--- src/design/mrs_pkg.sv ---
// shared types, constants and sha-256 helper functions for the merkle root block
// no dependencies; used by mrs_front, mrs_back and merkle_root_sha256_unit
package mrs_pkg;

	// widest fields needed over the whole parameter range
	localparam int AddrMax  = 18;
	localparam int CountMax = 17;

	typedef struct packed {
		logic [63:0]          word;
		logic                 wr;
		logic [AddrMax-1:0]   addr;
		logic                 fin;
		logic [CountMax-1:0]  count;
		logic                 ovf;
	} cmd_t;

	typedef struct packed {
		logic [63:0] word;
		logic        last;
		logic        ovf;
	} res_t;

	localparam logic [31:0] PadWord = 32'h8000_0000;

	function automatic logic [31:0] init_h(input logic [2:0] idx);
		logic [31:0] r;
		case (idx)
			3'd0: r = 32'h6a09e667;
			3'd1: r = 32'hbb67ae85;
			3'd2: r = 32'h3c6ef372;
			3'd3: r = 32'ha54ff53a;
			3'd4: r = 32'h510e527f;
			3'd5: r = 32'h9b05688c;
			3'd6: r = 32'h1f83d9ab;
			default: r = 32'h5be0cd19;
		endcase
		return r;
	endfunction

	function automatic logic [31:0] round_k(input logic [5:0] t);
		logic [31:0] r;
		case (t)
			6'd0: r = 32'h428a2f98; 6'd1: r = 32'h71374491; 6'd2: r = 32'hb5c0fbcf;
			6'd3: r = 32'he9b5dba5; 6'd4: r = 32'h3956c25b; 6'd5: r = 32'h59f111f1;
			6'd6: r = 32'h923f82a4; 6'd7: r = 32'hab1c5ed5; 6'd8: r = 32'hd807aa98;
			6'd9: r = 32'h12835b01; 6'd10: r = 32'h243185be; 6'd11: r = 32'h550c7dc3;
			6'd12: r = 32'h72be5d74; 6'd13: r = 32'h80deb1fe; 6'd14: r = 32'h9bdc06a7;
			6'd15: r = 32'hc19bf174; 6'd16: r = 32'he49b69c1; 6'd17: r = 32'hefbe4786;
			6'd18: r = 32'h0fc19dc6; 6'd19: r = 32'h240ca1cc; 6'd20: r = 32'h2de92c6f;
			6'd21: r = 32'h4a7484aa; 6'd22: r = 32'h5cb0a9dc; 6'd23: r = 32'h76f988da;
			6'd24: r = 32'h983e5152; 6'd25: r = 32'ha831c66d; 6'd26: r = 32'hb00327c8;
			6'd27: r = 32'hbf597fc7; 6'd28: r = 32'hc6e00bf3; 6'd29: r = 32'hd5a79147;
			6'd30: r = 32'h06ca6351; 6'd31: r = 32'h14292967; 6'd32: r = 32'h27b70a85;
			6'd33: r = 32'h2e1b2138; 6'd34: r = 32'h4d2c6dfc; 6'd35: r = 32'h53380d13;
			6'd36: r = 32'h650a7354; 6'd37: r = 32'h766a0abb; 6'd38: r = 32'h81c2c92e;
			6'd39: r = 32'h92722c85; 6'd40: r = 32'ha2bfe8a1; 6'd41: r = 32'ha81a664b;
			6'd42: r = 32'hc24b8b70; 6'd43: r = 32'hc76c51a3; 6'd44: r = 32'hd192e819;
			6'd45: r = 32'hd6990624; 6'd46: r = 32'hf40e3585; 6'd47: r = 32'h106aa070;
			6'd48: r = 32'h19a4c116; 6'd49: r = 32'h1e376c08; 6'd50: r = 32'h2748774c;
			6'd51: r = 32'h34b0bcb5; 6'd52: r = 32'h391c0cb3; 6'd53: r = 32'h4ed8aa4a;
			6'd54: r = 32'h5b9cca4f; 6'd55: r = 32'h682e6ff3; 6'd56: r = 32'h748f82ee;
			6'd57: r = 32'h78a5636f; 6'd58: r = 32'h84c87814; 6'd59: r = 32'h8cc70208;
			6'd60: r = 32'h90befffa; 6'd61: r = 32'ha4506ceb; 6'd62: r = 32'hbef9a3f7;
			default: r = 32'hc67178f2;
		endcase
		return r;
	endfunction

	function automatic logic [31:0] rotr(input logic [31:0] x, input int n);
		return (x >> n) | (x << (32 - n));
	endfunction

	function automatic logic [31:0] ssig0(input logic [31:0] x);
		return rotr(x, 7) ^ rotr(x, 18) ^ (x >> 3);
	endfunction

	function automatic logic [31:0] ssig1(input logic [31:0] x);
		return rotr(x, 17) ^ rotr(x, 19) ^ (x >> 10);
	endfunction

	function automatic logic [31:0] bsig0(input logic [31:0] x);
		return rotr(x, 2) ^ rotr(x, 13) ^ rotr(x, 22);
	endfunction

	function automatic logic [31:0] bsig1(input logic [31:0] x);
		return rotr(x, 6) ^ rotr(x, 11) ^ rotr(x, 25);
	endfunction

	// padding word pair for slot j of a single-node (32-byte) message
	function automatic logic [63:0] pad_pair(input logic [2:0] j);
		logic [63:0] r;
		case (j)
			3'd4: r = {PadWord, 32'd0};
			3'd7: r = {32'd0, 32'd256};
			default: r = 64'd0;
		endcase
		return r;
	endfunction

endpackage

--- src/design/mrs_front.sv ---
// front part: counts words and leaves, decides store address, overflow and end of set
// depends on mrs_pkg
module mrs_front #(
	parameter int MAX_LEAVES = 1024
) (
	input  logic              clk,
	input  logic              arst_n,
	input  logic              accept,
	input  logic [63:0]       hash_word,
	input  logic              last_leaf,
	output mrs_pkg::cmd_t     cmd
);
	import mrs_pkg::*;

	localparam int AW = $clog2(4 * MAX_LEAVES);
	localparam int CW = $clog2(MAX_LEAVES + 1);

	logic [CW-1:0] leaf_cnt_q;
	logic [1:0]    phase_q;
	logic          ovf_q;
	logic          room;
	logic          fin;
	logic [CW-1:0] cnt_next;

	assign room     = (leaf_cnt_q < CW'(MAX_LEAVES));
	assign fin      = (phase_q == 2'd3) && last_leaf;
	assign cnt_next = (room && phase_q == 2'd3) ? leaf_cnt_q + CW'(1) : leaf_cnt_q;

	always_comb begin
		cmd       = '0;
		cmd.word  = hash_word;
		cmd.wr    = room;
		cmd.addr  = AddrMax'({leaf_cnt_q[AW-3:0], phase_q});
		cmd.fin   = fin;
		cmd.count = CountMax'(cnt_next);
		cmd.ovf   = ovf_q || !room;
	end

	always_ff @(posedge clk or negedge arst_n) begin
		if (!arst_n) begin
			leaf_cnt_q <= '0;
			phase_q    <= 2'd0;
			ovf_q      <= 1'b0;
		end else if (accept) begin
			phase_q <= phase_q + 2'd1;
			if (fin) begin
				leaf_cnt_q <= '0;
				ovf_q      <= 1'b0;
			end else begin
				leaf_cnt_q <= cnt_next;
				ovf_q      <= ovf_q || !room;
			end
		end
	end

endmodule

--- config.mk ---
export PLATFORM = sky130hd
export DESIGN_NAME = mrs_front
export DESIGN_NICKNAME = d
export VERILOG_FILES = /design/src/design/mrs_pkg.sv /design/src/design/mrs_front.sv
export SDC_FILE = /design/constraint.sdc
export NUM_CORES = 1
export LEC_CHECK = 0
export BUFFER_PORTS_ARGS = -buffer_cell sky130_fd_sc_hd__buf_2
export CAP_MARGIN = 5
export CELL_PAD_IN_SITES_DETAIL_PLACEMENT = 1
export CELL_PAD_IN_SITES_GLOBAL_PLACEMENT = 2
export CORE_MARGIN = 3
export CORE_UTILIZATION = 18
export CTS_BUF_LIST = sky130_fd_sc_hd__clkbuf_4 sky130_fd_sc_hd__clkbuf_8
export DETAILED_ROUTE_END_ITERATION = 10
export GPL_ROUTABILITY_DRIVEN = 0
export GPL_TIMING_DRIVEN = 0
export PLACE_DENSITY = 0.88
export SETUP_SLACK_MARGIN = 0.4
export SYNTH_ARGS = -nofsm -noshare
export SYNTH_HDL_FRONTEND = slang
export SYNTH_SLANG_ARGS = --single-unit
--- constraint.sdc ---
create_clock -name clk -period 2.5 [get_ports clk]
set_input_delay 0.125 -clock clk [delete_from_list [all_inputs] [get_ports clk]]
set_output_delay 0.125 -clock clk [all_outputs]
set_load 0.01 [all_outputs]
==> qor.txt <==
Final period utilization = 78.1%
Skew final = 0.00335 ns
CP required = 2.38 ns
Static Leakage = 1.28 nW
Crit-path max cell delay = 0.39 ns
Min-delay worst type = input pin to flip-flop
Data arrival, critical path = 1.83 ns
Synth top cells by count = 88 x buf_4, 14 x dfrtp_1, 8 x nand2_1
Post-synthesis sequential area ratio = 22.2%
Clock transition at path regs = 0.06 ns
CP Launch Type = flip-flop
Postcts setup bufs = 0
Synth top area share = 41.9%
Fmax = 512 MHz
Synthesized flop and latch total = 14
Core area = 8340 um^2
Crit path cell chain = ha_1 > nor2b_4 > and4_4 > nand3_2 > xnor2_1 > buf_2
Detailed Routing Iterations Pass 1 = 2
Routed Antenna Nets = 0
Setup-failing EPs final = 0
Worst hold slack = 0.228 ns
Setup TNS after final layout = 0 ns
# IOs = 170
Max-cap violations = 0
First-pass GRT wire length = 7090 um
CP Max Fanout = 6
Top_reg_cell synth = dfrtp_1
Die area = 9920 um^2
Routed vias = 1531
Post-Syn Area = 1580 um^2
Max rail drop VDD = 0.153 mV
Max-slew violations = 0
Nets = 366
Initial Utilization = 18.9%
Distinct cells, synth = 37
TritonCTS clock tree = yes
Hold_buf cts = 1
Via density = 3.83
Top Family by Delay on Critical Path = simple AND/OR/NAND/NOR gates
Post-cts resize count = 0
WP buf/inv = 1
Port bufs = 93
H-Tree Depth = 1
Most frequent cell after synthesis = buf_4
Initial antenna violation count = 0
Sink Count = 14
Synth top area cells = buf_4 42%, dfrtp_1 22%, xnor2_1 3.3%, o21ai_0 2.2%, xor2_1 2.2%
Yosys warnings = 0
Std cell rows = 33
Post-synthesis async set-or-reset flop share = 100%
All-Layer GR Usage = 8.50%
Critical Path Sink Type = primary output
Diode count = 0
Hpwl dp = 3940 um
Synth Instances = 186
Final Hold Viols = 0
CTS buffer count = 3
Wire per inst = 11.3 um
Area grow syn2layout = 44.6%
Final Worst Setup Slack = 0.547 ns
Iter 0 DRT Violations = 12
Root buffer selected by CTS = clkbuf_8
GRT overflow = 0
Crit path kind = flip-flop to primary output
PwrDens = 597 nW/um^2
Unrepaired setup endpoints after global routing = no
Dpl ws = 0.769 ns
CTS Buffer Depth = 2
Number of synthesized flops with an enable pin = 0
Share of layout cells above drive strength 1 = 66.4%
Slowest-stage cell, CP = dfrtp_1
Die H = 99.6 um
Later-pin clock latency in the skew report = 0.25 ns
Status = completed
Chip width = 99.6 um
DRC viols = 0
Vias in the first global route = 1611
Post-Route WL = 4520 um
Syn Area/Cell = 8.48 um^2
Largest net degree at the start of global routing = 15
Fin crit period = 1.95 ns
Synth area leader = buf_4
Final core occ = 27.3%
report_power, final:
part           internal, mW  leakage [nW]  switching [mW]  total (mW)
registers             0.289         0.172           0.103       0.392
logic                 0.390          1.08           0.353       0.743
clock network         0.140        0.0288          0.0865       0.226
total                 0.819          1.28           0.542        1.36
cells by family after synthesis:
| kind of cell | count (synthesis) | share of synthesized area (%) |
|---|---|---|
| simple gates | 40 | 15.0 |
| flops | 14 | 22.2 |
| buf+inv | 96 | 45.6 |
| compound gates | 21 | 8.41 |
| other cells | 1 | 0.238 |
| mux | 2 | 1.43 |
| fa+ha+maj | 2 | 1.59 |
| xor+xnor | 10 | 5.56 |
worst reg2reg max path, delay by kind of cell, from the launching register on:
family,cells,cell delay (ns)
compound gates,1,0.36
flops,1,0.39
fa+ha+maj,1,0.25
simple gates,3,0.63
layout make-up:
type / instances / area [um^2]
timing repair buffer: 94 / 475
multi-input combinational: 87 / 549
clock buffer: 4 / 55.1
fill: 1056 / 6060
inverter: 3 / 11.3
tap: 105 / 131
sequential: 14 / 350
buffer: 93 / 707
state kept, by name (all words and copies together) (netlist names):
name,count
leaf_cnt_q,11
phase_q,2
ovf_q,1
per-stage QoR:
stage	power, mW	area [um^2]	instances
3_5_place_dp	1.15	2210	395
2_1_floorplan	0.874	1620	197
5_1_grt	1.48	2280	400
4_1_cts	1.39	2280	400
6_report	1.36	2280	400
3_3_place_gp	1.14	2210	395
path summary, 6_finish.rpt:
check                           start             to  slack, ns  cells past startpoint
setup / recovery           phase_q[0]         cmd[6]       0.55                      6
hold / removal              last_leaf  leaf_cnt_q[1]       0.23                      4
setup reg to reg           phase_q[0]  leaf_cnt_q[5]       0.77                      5
hold reg to reg            phase_q[0]     phase_q[0]       0.51                      1
max in group asynchronous      arst_n  leaf_cnt_q[6]       1.93                      2
min in group asynchronous      arst_n  leaf_cnt_q[2]       0.32                      2
cell usage in the layout, fill, tap and decap left out, types with 4 or more instances in the layout:
| cell | instances |
|---|---|
| nand4_1 | 5 |
| nand3_1 | 4 |
| nor2_1 | 5 |
| buf_2 | 93 |
| a21oi_1 | 4 |
| xor2_1 | 4 |
| buf_4 | 88 |
| clkbuf_8 | 4 |
| dfrtp_1 | 14 |
| o21ai_0 | 7 |
| xnor2_1 | 6 |
| nand2_1 | 8 |
| conb_1 | 12 |
layer usage:
| metal | vias to the layer above | part of all wire, % | routed length [um] | global-route usage, % |
|---|---|---|---|---|
| met3 | 4 | 11 | 476 | 2.31 |
| met4 | 0 | 0.75 | 34 | 2.31 |
| li1 | 737 | - | - | - |
| met1 | 696 | 35 | 1570 | 9.36 |
| met5 | - | 0 | 0 | 0 |
| met2 | 94 | 54 | 2440 | 15.9 |
No activity file was read; power rests on OpenSTA's default activity.
