**config.mk**
```make
export PLATFORM = sky130hd
export DESIGN_NAME = mrs_fifo
export DESIGN_NICKNAME = d
export VERILOG_FILES = /design/src/design/mrs_fifo.sv
export SDC_FILE = /design/constraint.sdc
export NUM_CORES = 1
export LEC_CHECK = 0
export BUFFER_PORTS_ARGS = -buffer_cell sky130_fd_sc_hd__buf_2
export CAP_MARGIN = 20
export CORE_UTILIZATION = 45
export CTS_CLUSTER_DIAMETER = 120
export DETAILED_ROUTE_END_ITERATION = 7
export GPL_TIMING_DRIVEN = 0
export HOLD_SLACK_MARGIN = 0.06
export SLEW_MARGIN = 20
export SYNTH_ARGS = -nofsm -noshare
export SYNTH_HDL_FRONTEND = slang
export SYNTH_SLANG_ARGS = --single-unit
```
**constraint.sdc**
```tcl
create_clock -name clk -period 4.6 [get_ports clk]
set_input_delay 0 -clock clk [delete_from_list [all_inputs] [get_ports clk]]
set_output_delay 0 -clock clk [all_outputs]
set_load 0.02 [all_outputs]
```
**src/design/mrs_fifo.sv**
```systemverilog
// small four-entry register queue used between front, back and result ports
// depends on nothing
module mrs_fifo #(
	parameter int Width = 8
) (
	input  logic             clk,
	input  logic             arst_n,
	input  logic             wr_en,
	input  logic [Width-1:0] wr_data,
	input  logic             rd_en,
	output logic [Width-1:0] rd_data,
	output logic             full,
	output logic             empty
);
	logic [Width-1:0] slot_q [4];
	logic [1:0]       wp_q, rp_q;
	logic [2:0]       cnt_q;
	logic             do_wr, do_rd;

	assign full    = (cnt_q == 3'd4);
	assign empty   = (cnt_q == 3'd0);
	assign do_wr   = wr_en && !full;
	assign do_rd   = rd_en && !empty;
	assign rd_data = slot_q[rp_q];

	always_ff @(posedge clk) begin
		if (do_wr) begin
			slot_q[wp_q] <= wr_data;
		end
	end

	always_ff @(posedge clk or negedge arst_n) begin
		if (!arst_n) begin
			wp_q  <= 2'd0;
			rp_q  <= 2'd0;
			cnt_q <= 3'd0;
		end else begin
			if (do_wr) begin
				wp_q <= wp_q + 2'd1;
			end
			if (do_rd) begin
				rp_q <= rp_q + 2'd1;
			end
			if (do_wr && !do_rd) begin
				cnt_q <= cnt_q + 3'd1;
			end else if (do_rd && !do_wr) begin
				cnt_q <= cnt_q - 3'd1;
			end
		end
	end

	a_cnt_range: assert property (@(posedge clk) disable iff (!arst_n) cnt_q <= 3'd4)
		else $error("queue count out of range");
	a_ptr_gap: assert property (@(posedge clk) disable iff (!arst_n)
		(cnt_q == 3'd0 || cnt_q == 3'd4) |-> (wp_q == rp_q))
		else $error("queue pointers disagree with count");
	a_no_over: assert property (@(posedge clk) disable iff (!arst_n)
		full && !do_rd |=> full)
		else $error("full queue lost an entry");

endmodule

```
==> summary.txt, run 1 <==
Run
  • Max Cap Violations: 0

Floorplanning
  • Initial Util: 47.2%
  • Core ar.: 3360 µm²
  • I/O Pins: 22
  • Full die area: 3770 µm²
  • Row cnt: 21
  • Die X: 61.4 µm
  • Die Y-Extent: 61.4 µm

Worst setup path
  • CP max FO: 4
  • Internal reg-to-reg setup slack: about 2.5 ns
  • Worst path arrival time: between 2 and 2.5 ns
  • Crit Path Class: reg2reg
  • Cell count of the worst reg-to-reg path: 8
  • CP required: 4.87 ns
  • CP Capture Type: flip-flop
  • Startpoint types: flip-flop

Cells and area
  • Final Util: 57.0%
  • Layout cells sized above 1: 39.3%
  • Most common cell after layout, fill and taps aside: edfxtp_1
  • Most frequent cells in the layout: edfxtp_1 (32), buf_2 (22), dlygate4sd3_1 (11), mux4_2 (8), dfrtp_1 (7)
  • Layout area overhead: 20.6%
  • Layout Nets: 134
  • Diode count: 0
  • Fillers: 304

Logic synthesis
  • Synth Net Count: 95
  • Sequential cell area fraction in the yosys report: between 70% and 80%
  • Mux share of post-synthesis cell area: 13.0%
  • Seq cells post-synth: 39
  • Post-synthesis cell type count: 20
  • Complex-gate fraction of the synthesized area: 0%
  • Simple-gate share of the synthesized area: a little over 5%
  • Syn Area/Cell: 20.6 µm²
  • Adder-Cell Fraction of Synth Area: ~5.2%
  • Gate Count Post-Synth: 77
  • XOR/XNOR Fraction of Synth Area: 3.31%
  • Post-Syn Area: 1590 µm²
  • Synth warn: 0
  • Combinational family with the most area after synthesis: multiplexers

STA
  • Fmax: a little under 500 MHz
  • Crit share post-route: 44.8%
  • Clock skew after layout: 0.0120 ns
  • Worst slew pin tran: 0.568 ns
  • Setup slack after layout: 2.54 ns
  • Slew Limit Fails: 0
  • Total negative slack: 0 ns
  • Max-slew headroom: slightly above 60%
  • # setup viols final: 0
  • Fin. Hold Viols: 0
  • Unrepaired setup endpoints after global routing: no
  • Post-layout min period: 2.06 ns

Place
  • Place WS: 2.54 ns
  • IO buf count: 21
  • DP Wirelength: 1640 µm
  • Placer Congestion: 0.647

GRT
  • First-pass GRT wire length: 3550 µm
  • Largest net degree at the start of global routing: 13
  • Vias in the first global route: 743
  • Antenna violations before repair: 0
  • Total track usage: 14.4%
  • GRT overflow: 0

Clock tree
  • CTS tree: done
  • Setup Fix Bufs, Post-CTS: 0
  • CTS Buf Count: 5
  • Clock transition at path regs: around 0.12 ns
  • Max H-tree Level: 2
  • Clock Sink Count: 39
  • Max clock buf depth: 2
  • Worst skew pair latency: 0.34 ns
  • Root buf cell: clkbuf_4

Detailed routing
  • Pre-antenna DRT Iters: 4
  • Iter 0 DRT Violations: 15
  • Vias per std cell: around 4.7
  • Routed WL per cell: approximately 14 µm
  • DRC: 0
  • Final wirelength: 2360 µm
  • Routed Antenna Nets: 0
  • Via count: between 700 and 800

Power and ir drop
  • Worst VDD drop: between 200 and 300 µV
  • Power, Total: 1130 µW
  • Pwr dens: about 600 nW/µm²
  • Leak: ~0.00072 µW

Status
  • Outcome: complete, no violations

Hold path
  • WHS Path Cells: 4
  • Hold crit path type: in2reg
synthesized netlist by cell type, drive strengths merged:
| cell type | count | share of area (%) |
|---|---|---|
| and2 | 4 | 1.9 |
| buf | 2 | 1.0 |
| clkbuf | 1 | 0.24 |
| dfrtp | 7 | 11 |
| edfxtp | 32 | 60 |
| fa | 1 | 1.3 |
| ha | 5 | 3.9 |
| inv | 3 | 0.71 |
| mux2 | 2 | 1.7 |
| mux4 | 8 | 11 |
| nand2b | 1 | 0.39 |
| nand3b | 1 | 0.47 |
| nor2 | 1 | 0.24 |
| nor2b | 1 | 0.55 |
| nor3 | 1 | 0.31 |
| nor3b | 1 | 1.2 |
| xnor2 | 4 | 2.2 |
| xor2 | 2 | 1.1 |
flip-flops by register name, summed over array words and instances, names as in the netlist:
| name | flops |
|---|---|
| slot_q | 32 |
| cnt_q | 3 |
| rp_q | 2 |
| wp_q | 2 |
final cells by class:
cell class,count,area [µm²],share of cell area [%]
clock buffers,6,41.3,2.16
clock inverters,2,12.5,0.653
inverters,3,11.3,0.588
well taps,46,57.6,3.00
repair buffers,32,215,11.2
multi-input cells,32,422,22.0
plain buffers,3,20.0,1.05
flip-flops and latches,39,1140,59.3
cells by family after synthesis:
| group | after synthesis |
|---|---|
| buffers and inverters | 6 |
| adder cells (fa/ha/maj) | 6 |
| XOR/XNOR | 6 |
| AND/OR/NAND/NOR | 10 |
| flip-flops | 39 |
| multiplexers | 10 |
power breakdown:
group	internal, µW	switching (µW)
registers	478	42.1
logic	208	233
clock network	59.0	106
critical path, cell delays in order, from the launching register on:
cell	delay, ns
dfrtp_1	0.48
nor3_1	0.29
nand2b_1	0.19
ha_1	0.20
inv_1	0.06
fa_1	0.37
xor2_1	0.15
nor2_1	0.11
xor2_1	0.15
per-stage QoR:
step | instance area (µm²) | cells | hold slack (ns)
2_1_floorplan | 1590 | 77 | -0.296
3_3_place_gp | 1750 | 144 | -0.158
3_5_place_dp | 1750 | 144 | -0.155
4_1_cts | 1920 | 163 | 0.0867
5_1_grt | 1920 | 163 | 0.0980
6_report | 1920 | 163 | 0.0952
layer usage:
layer  track usage [%]  part of all wire, %
met5                 0                    0
met4              8.57                  1.1
met3              3.78                  3.1
met2              22.8                   53
met1              18.0                   42
repair_timing:
item / 4_1_cts / 5_1_grt
hold endpoints to repair: 41 / 0
hold buffers: 11 / 0
gates resized for setup: 0 / 0
worst paths after layout:
| kind | startpoint | end |
|---|---|---|
| worst min register to register | cnt_q[2] | cnt_q[2] |
| min in group asynchronous | arst_n | rp_q[1] |
| worst max register to register | cnt_q[0] | cnt_q[2] |
| worst min-delay path | wr_en | wp_q[0] |
| worst max-delay path | cnt_q[0] | cnt_q[2] |
| max in group asynchronous | arst_n | wp_q[1] |
Power figures use the tool's default switching activity.
==> run 2: changes to the inputs <==
clock period = 2.1 ns   (was 4.6 ns; I/O delays follow)
==> summary.txt, run 2 (same netlist as run 1, synthesis figures left out) <==
Status
  • Outcome: complete, no violations

Power and ir drop
  • Sw Share: 33.6%
  • Pwr dens: 1290 nW/µm²
  • Register share of total power: 46.2%
  • Combinational Power Share: 40.3%
  • Worst VDD drop: 685 µV
  • Leak: 0.000725 µW
  • Switch Pwr: 843 µW
  • Pint: 1670 µW
  • Clock share of power: 13.5%

Floorplanning
  • Die Y-Extent: 61.4 µm
  • Full die area: 3770 µm²
  • Die X: between 60 and 70 µm
  • Initial Util: a little under half
  • Core ar.: 3360 µm²
  • I/O Pins: 22
  • Row cnt: 21

STA
  • Crit share post-route: 94.1%
  • Clock skew after layout: 0.00970 ns
  • Slew Limit Fails: 0
  • Worst slew pin tran: 0.594 ns
  • Unrepaired setup endpoints after global routing: no
  • Setup slack after layout: 0.123 ns
  • Total negative slack: 0 ns
  • Post-layout min period: ~2.0 ns
  • Fmax: 506 MHz
  • Fin. Hold Viols: 0
  • # setup viols final: 0
  • Max-slew headroom: between 60% and 70%

Place
  • Place WS: 0.103 ns
  • Placer Congestion: 0.708
  • DP Wirelength: 1540 µm
  • IO buf count: 21
  • Cell Area, Placed: 1760 µm²

Clock tree
  • Root buf cell: clkbuf_4
  • Max clock buf depth: 2
  • CTS Buf Count: 5
  • Max H-tree Level: 2
  • CTS tree: done
  • Clock transition at path regs: 0.10 ns
  • Clock Sink Count: 39
  • Worst skew pair latency: 0.33 ns

Worst setup path
  • Most used cell, CP: xor2_1
  • RR Startpoint: cnt_q[0]
  • CP max stage cell: dfrtp_2
  • Worst path arrival time: 2.22 ns
  • Worst r2r dst: cnt_q[2]
  • Internal reg-to-reg setup slack: 0.12 ns
  • Crit path largest cell delay: 0.47 ns
  • CP required: 2.35 ns
  • Crit Path Class: reg2reg
  • CP max FO: 4
  • Startpoint types: flip-flop
  • Cell count of the worst reg-to-reg path: 8
  • Critical path cell sequence: nor3_4, nand2b_1, ha_2, inv_1, fa_1, xor2_1, nor2_1, xor2_1
  • CP Capture Type: flip-flop
  • Setup crit end: cnt_q[2]
  • Crit path from: cnt_q[0]

Cells and area
  • Max reg flops: 32
  • Most frequent cells in the layout: edfxtp_1 (32), buf_2 (22), dlygate4sd3_1 (11), mux4_2 (8), clkbuf_4 (5)
  • Design area: 1940 µm²
  • Fillers: 292
  • Area occupied by registers: 1140 µm²
  • Diode count: 0
  • Largest register by flop count: slot_q
  • Layout area overhead: 22.3%
  • Largest registers: slot_q x32, cnt_q x3
  • Final Util: 57.8%
  • Layout cells sized above 1: 42.9%
  • Layout Nets: 136
  • Area of the multi-input gates: 435 µm²
  • Most common cell after layout, fill and taps aside: edfxtp_1

Detailed routing
  • Vias per std cell: 4.90
  • Routed Antenna Nets: 0
  • Routed WL per cell: 14.2 µm
  • DRC: 0
  • Pre-antenna DRT Iters: 4
  • Final wirelength: 2340 µm
  • Via count: slightly above 800
  • Iter 0 DRT Violations: 16

GRT
  • Antenna violations before repair: 0
  • First-pass GRT wire length: around 3600 µm
  • Vias in the first global route: 785
  • Largest net degree at the start of global routing: 12
  • Total track usage: 14.6%
  • GRT overflow: 0

Run
  • Max Cap Violations: 0

Hold path
  • Hold crit path type: in2reg
  • Worst Hold Launch: wr_en
[run 2: changes by cell type in the layout (fill, tap and decap cells not counted), sizes merged]
| cell | previous run | this run |
|---|---|---|
| clkinv | 1 | 2 |
| clkinvlp | 1 | 0 |
| buf | 23 | 25 |
[run 2: layout make-up]
| cell class | count | share of cell area, % |
|---|---|---|
| well taps | 46 | 2.96 |
| multi-input cells | 32 | 22.4 |
| clock buffers | 6 | 2.12 |
| inverters | 3 | 0.580 |
| clock inverters | 2 | 0.386 |
| repair buffers | 34 | 11.8 |
| plain buffers | 3 | 1.03 |
| flip-flops and latches | 39 | 58.7 |
[run 2: worst min-delay path by stage]
stage	to	cells past startpoint	slack, ns
6_report	wp_q[0]	4	0.09
3_5_place_dp	cnt_q[0]	1	-0.16
5_1_grt	wp_q[0]	4	0.13
2_1_floorplan	cnt_q[0]	0	-0.30
4_1_cts	wp_q[0]	4	0.08
3_3_place_gp	cnt_q[0]	1	-0.16
[run 2: timing repair]
| item | CTS | global route |
|---|---|---|
| gates resized for setup | 0 | 5 |
| endpoints found under the setup margin | 0 | 1 |
| setup buffers | 0 | 2 |
| hold endpoints to repair | 41 | 0 |
| hold buffers | 11 | 0 |
[run 2: critical path, delay by kind of cell, from the launching register on]
family / cells / cell delay (ns)
buf+inv: 1 / 0.05
fa+ha+maj: 2 / 0.57
flops: 1 / 0.47
simple gates: 3 / 0.51
xor+xnor: 2 / 0.30
[run 2: power by group through the flow]
stage / Sequential, µW / Combinational (µW) / Clock [µW]
after global routing: 1180 / 1120 / 386
after floorplan: 1140 / 738 / 0
final: 1160 / 1010 / 339
after global placement: 1150 / 972 / 0
after detailed placement: 1170 / 979 / 0
after CTS: 1150 / 999 / 354
[run 2: through the flow]
step | total power, µW | hold slack, ns | cells
after global placement | 2130 | -0.158 | 144
after detailed placement | 2140 | -0.156 | 144
final | 2510 | 0.0929 | 165
after CTS | 2500 | 0.0829 | 163
after floorplan | 1880 | -0.296 | 77
after global routing | 2690 | 0.127 | 165
[run 2: metal layers]
metal  global-route usage [%]  routed length (µm)  part of all wire (%)  vias up
li1                         -                   -                     -      376
met5                        0                   0                     0        -
met3                     3.99                  86                   3.7        5
met1                     17.4                1030                    44      409
met2                     23.8                1180                    51       18
met4                     8.57                  42                   1.8        0
==> run 3: changes to the inputs <==
CORE_ASPECT_RATIO = 1.1   (was not set)
CORE_UTILIZATION = 55   (was 45)
PLACE_DENSITY = 0.77   (was not set)
==> summary.txt, run 3 (same netlist as run 1, synthesis figures left out) <==
Cells and area
  • Largest register by flop count: slot_q
  • Most frequent cells in the layout: edfxtp_1 (32), buf_2 (22), dlygate4sd3_1 (11), mux4_2 (8), clkbuf_4 (5)
  • Layout cells sized above 1: 45.4%
  • Fillers: 166
  • Max reg flops: 32
  • Layout Nets: 136
  • Layout area overhead: 25.0%
  • Largest registers: slot_q x32, cnt_q x3
  • Area of the multi-input gates: 443 µm²
  • Final Util: 72.2%
  • Area occupied by registers: around 1100 µm²
  • Most common cell after layout, fill and taps aside: edfxtp_1
  • Diode count: 0

Detailed routing
  • Via count: 794
  • Metal2 WL: 1330 µm
  • Routed length on met3: 99 µm
  • Routed Antenna Nets: 0
  • Pre-antenna DRT Iters: 4
  • Vias per std cell: 5.22
  • Iter 0 DRT Violations: 18
  • Wl on met1: between 900 and 1000 µm
  • Final wirelength: 2470 µm
  • DRC: 0
  • Routed WL per cell: 16.3 µm
  • DR top layer: met4

GRT
  • GRT overflow: 0
  • Vias in the first global route: 814
  • First-pass GRT wire length: about 3900 µm
  • Total track usage: 19.6%
  • Antenna violations before repair: 0
  • Largest net degree at the start of global routing: 13

Clock tree
  • Max clock buf depth: 2
  • Root buf cell: clkbuf_4
  • CTS tree: done
  • Clock Sink Count: 39
  • Clock transition at path regs: approximately 0.11 ns
  • CTS Buf Count: 5
  • Max H-tree Level: 2
  • Worst skew pair latency: 0.35 ns

Floorplanning
  • Full die area: just over 3000 µm²
  • Die Y-Extent: 58.4 µm
  • I/O Pins: 22
  • Core ar.: between 2000 and 3000 µm²
  • Die X: roughly 53 µm
  • Row cnt: 20
  • Initial Util: 57.7%

Power and ir drop
  • Pwr dens: 1400 nW/µm²
  • Leak: between 0.0007 and 0.0008 µW
  • Worst VDD drop: roughly 1200 µV

Run
  • Max Cap Violations: 0

STA
  • Slew Limit Fails: 0
  • Final hold slack: between 0.15 and 0.2 ns
  • Fmax: slightly above 500 MHz
  • Max-slew headroom: 62.5%
  • Fin. Hold Viols: 0
  • Worst slew pin tran: 0.562 ns
  • Setup slack after layout: 0.144 ns
  • Post-layout min period: 1.96 ns
  • # setup viols final: 0
  • Clock skew after layout: 0.00926 ns
  • Crit share post-route: 93.1%

Worst setup path
  • CP delay by family, top: adder cells
  • CP max FO: 3
  • CP max stage cell: dfrtp_2
  • CP Capture Type: flip-flop
  • RR Startpoint: cnt_q[2]
  • Critical path cell sequence: nor3b_4, nor2b_2, buf_6, ha_2, inv_1, fa_1, xor2_1, nor2_1, xor2_1
  • Startpoint types: flip-flop
  • Crit path from: cnt_q[2]
  • Most used cell, CP: xor2_1
  • Crit Path Class: reg2reg
  • Buffer and inverter count on the worst path: 2
  • CP required: between 2 and 2.5 ns
  • Worst path arrival time: between 2 and 2.5 ns
  • Crit path largest cell delay: 0.46 ns

Hold path
  • Hold crit path type: in2reg
  • Worst Hold Launch: wr_en

Place
  • Place WS: 0.101 ns
  • Placer Congestion: 0.735
  • IO buf count: 21
  • DP Wirelength: 1590 µm

Status
  • Outcome: complete, no violations
-- run 3: metal layers --
| layer | track usage [%] | vias up |
|---|---|---|
| li1 | - | 375 |
| met1 | 23.4 | 397 |
| met2 | 30.5 | 16 |
| met3 | 7.75 | 6 |
| met4 | 10.2 | 0 |
| met5 | 0 | - |
-- run 3: final cells by class --
class	count	area share [%]
inverters	3	0.567
multi-input cells	32	22.3
clock buffers	6	2.08
well taps	33	2.08
clock inverters	2	3.02
flip-flops and latches	39	57.4
repair buffers	34	11.6
plain buffers	3	1.01
-- run 3: power breakdown --
group / leakage (µW) / switching (µW) / internal [µW]
Clock: 0.0000525 / 240 / 372
Sequential: 0.000372 / 117 / 1050
Combinational: 0.000329 / 516 / 491
-- run 3: final timing paths --
path                             to  slack [ns]  cells past startpoint
min                         wp_q[0]        0.20                      5
max                        cnt_q[2]        0.14                      9
max reg2reg                cnt_q[2]        0.14                      9
min reg2reg                cnt_q[0]        0.60                      1
max in group asynchronous  cnt_q[0]        1.24                      3
min in group asynchronous  cnt_q[2]        0.59                      3
-- run 3: worst register-to-register path, delay by kind of cell, from the launching register on --
kind                       cells  cell delay, ns
DFF                            1            0.46
adders and majority gates      2            0.55
xor gates and xnor gates       2            0.30
and+or+nand+nor                3            0.41
buffers and inverters          2            0.16
-- run 3: through the flow --
stage | cells | instance area [µm²] | total power (µW) | setup TNS [ns]
floorplan | 77 | 1590 | 1880 | 0
global placement | 131 | 1740 | 2100 | 0
detailed placement | 131 | 1740 | 2140 | 0
CTS | 150 | 1950 | 2780 | 0
global route | 152 | 1990 | 2960 | -0.00351
finish | 152 | 1990 | 2790 | 0
-- run 3: repair_timing --
item / CTS / global route
hold endpoints to repair: 41 / 0
endpoints found under the setup margin: 0 / 1
hold buffers: 11 / 0
setup buffers: 0 / 2
gates resized for setup: 0 / 6
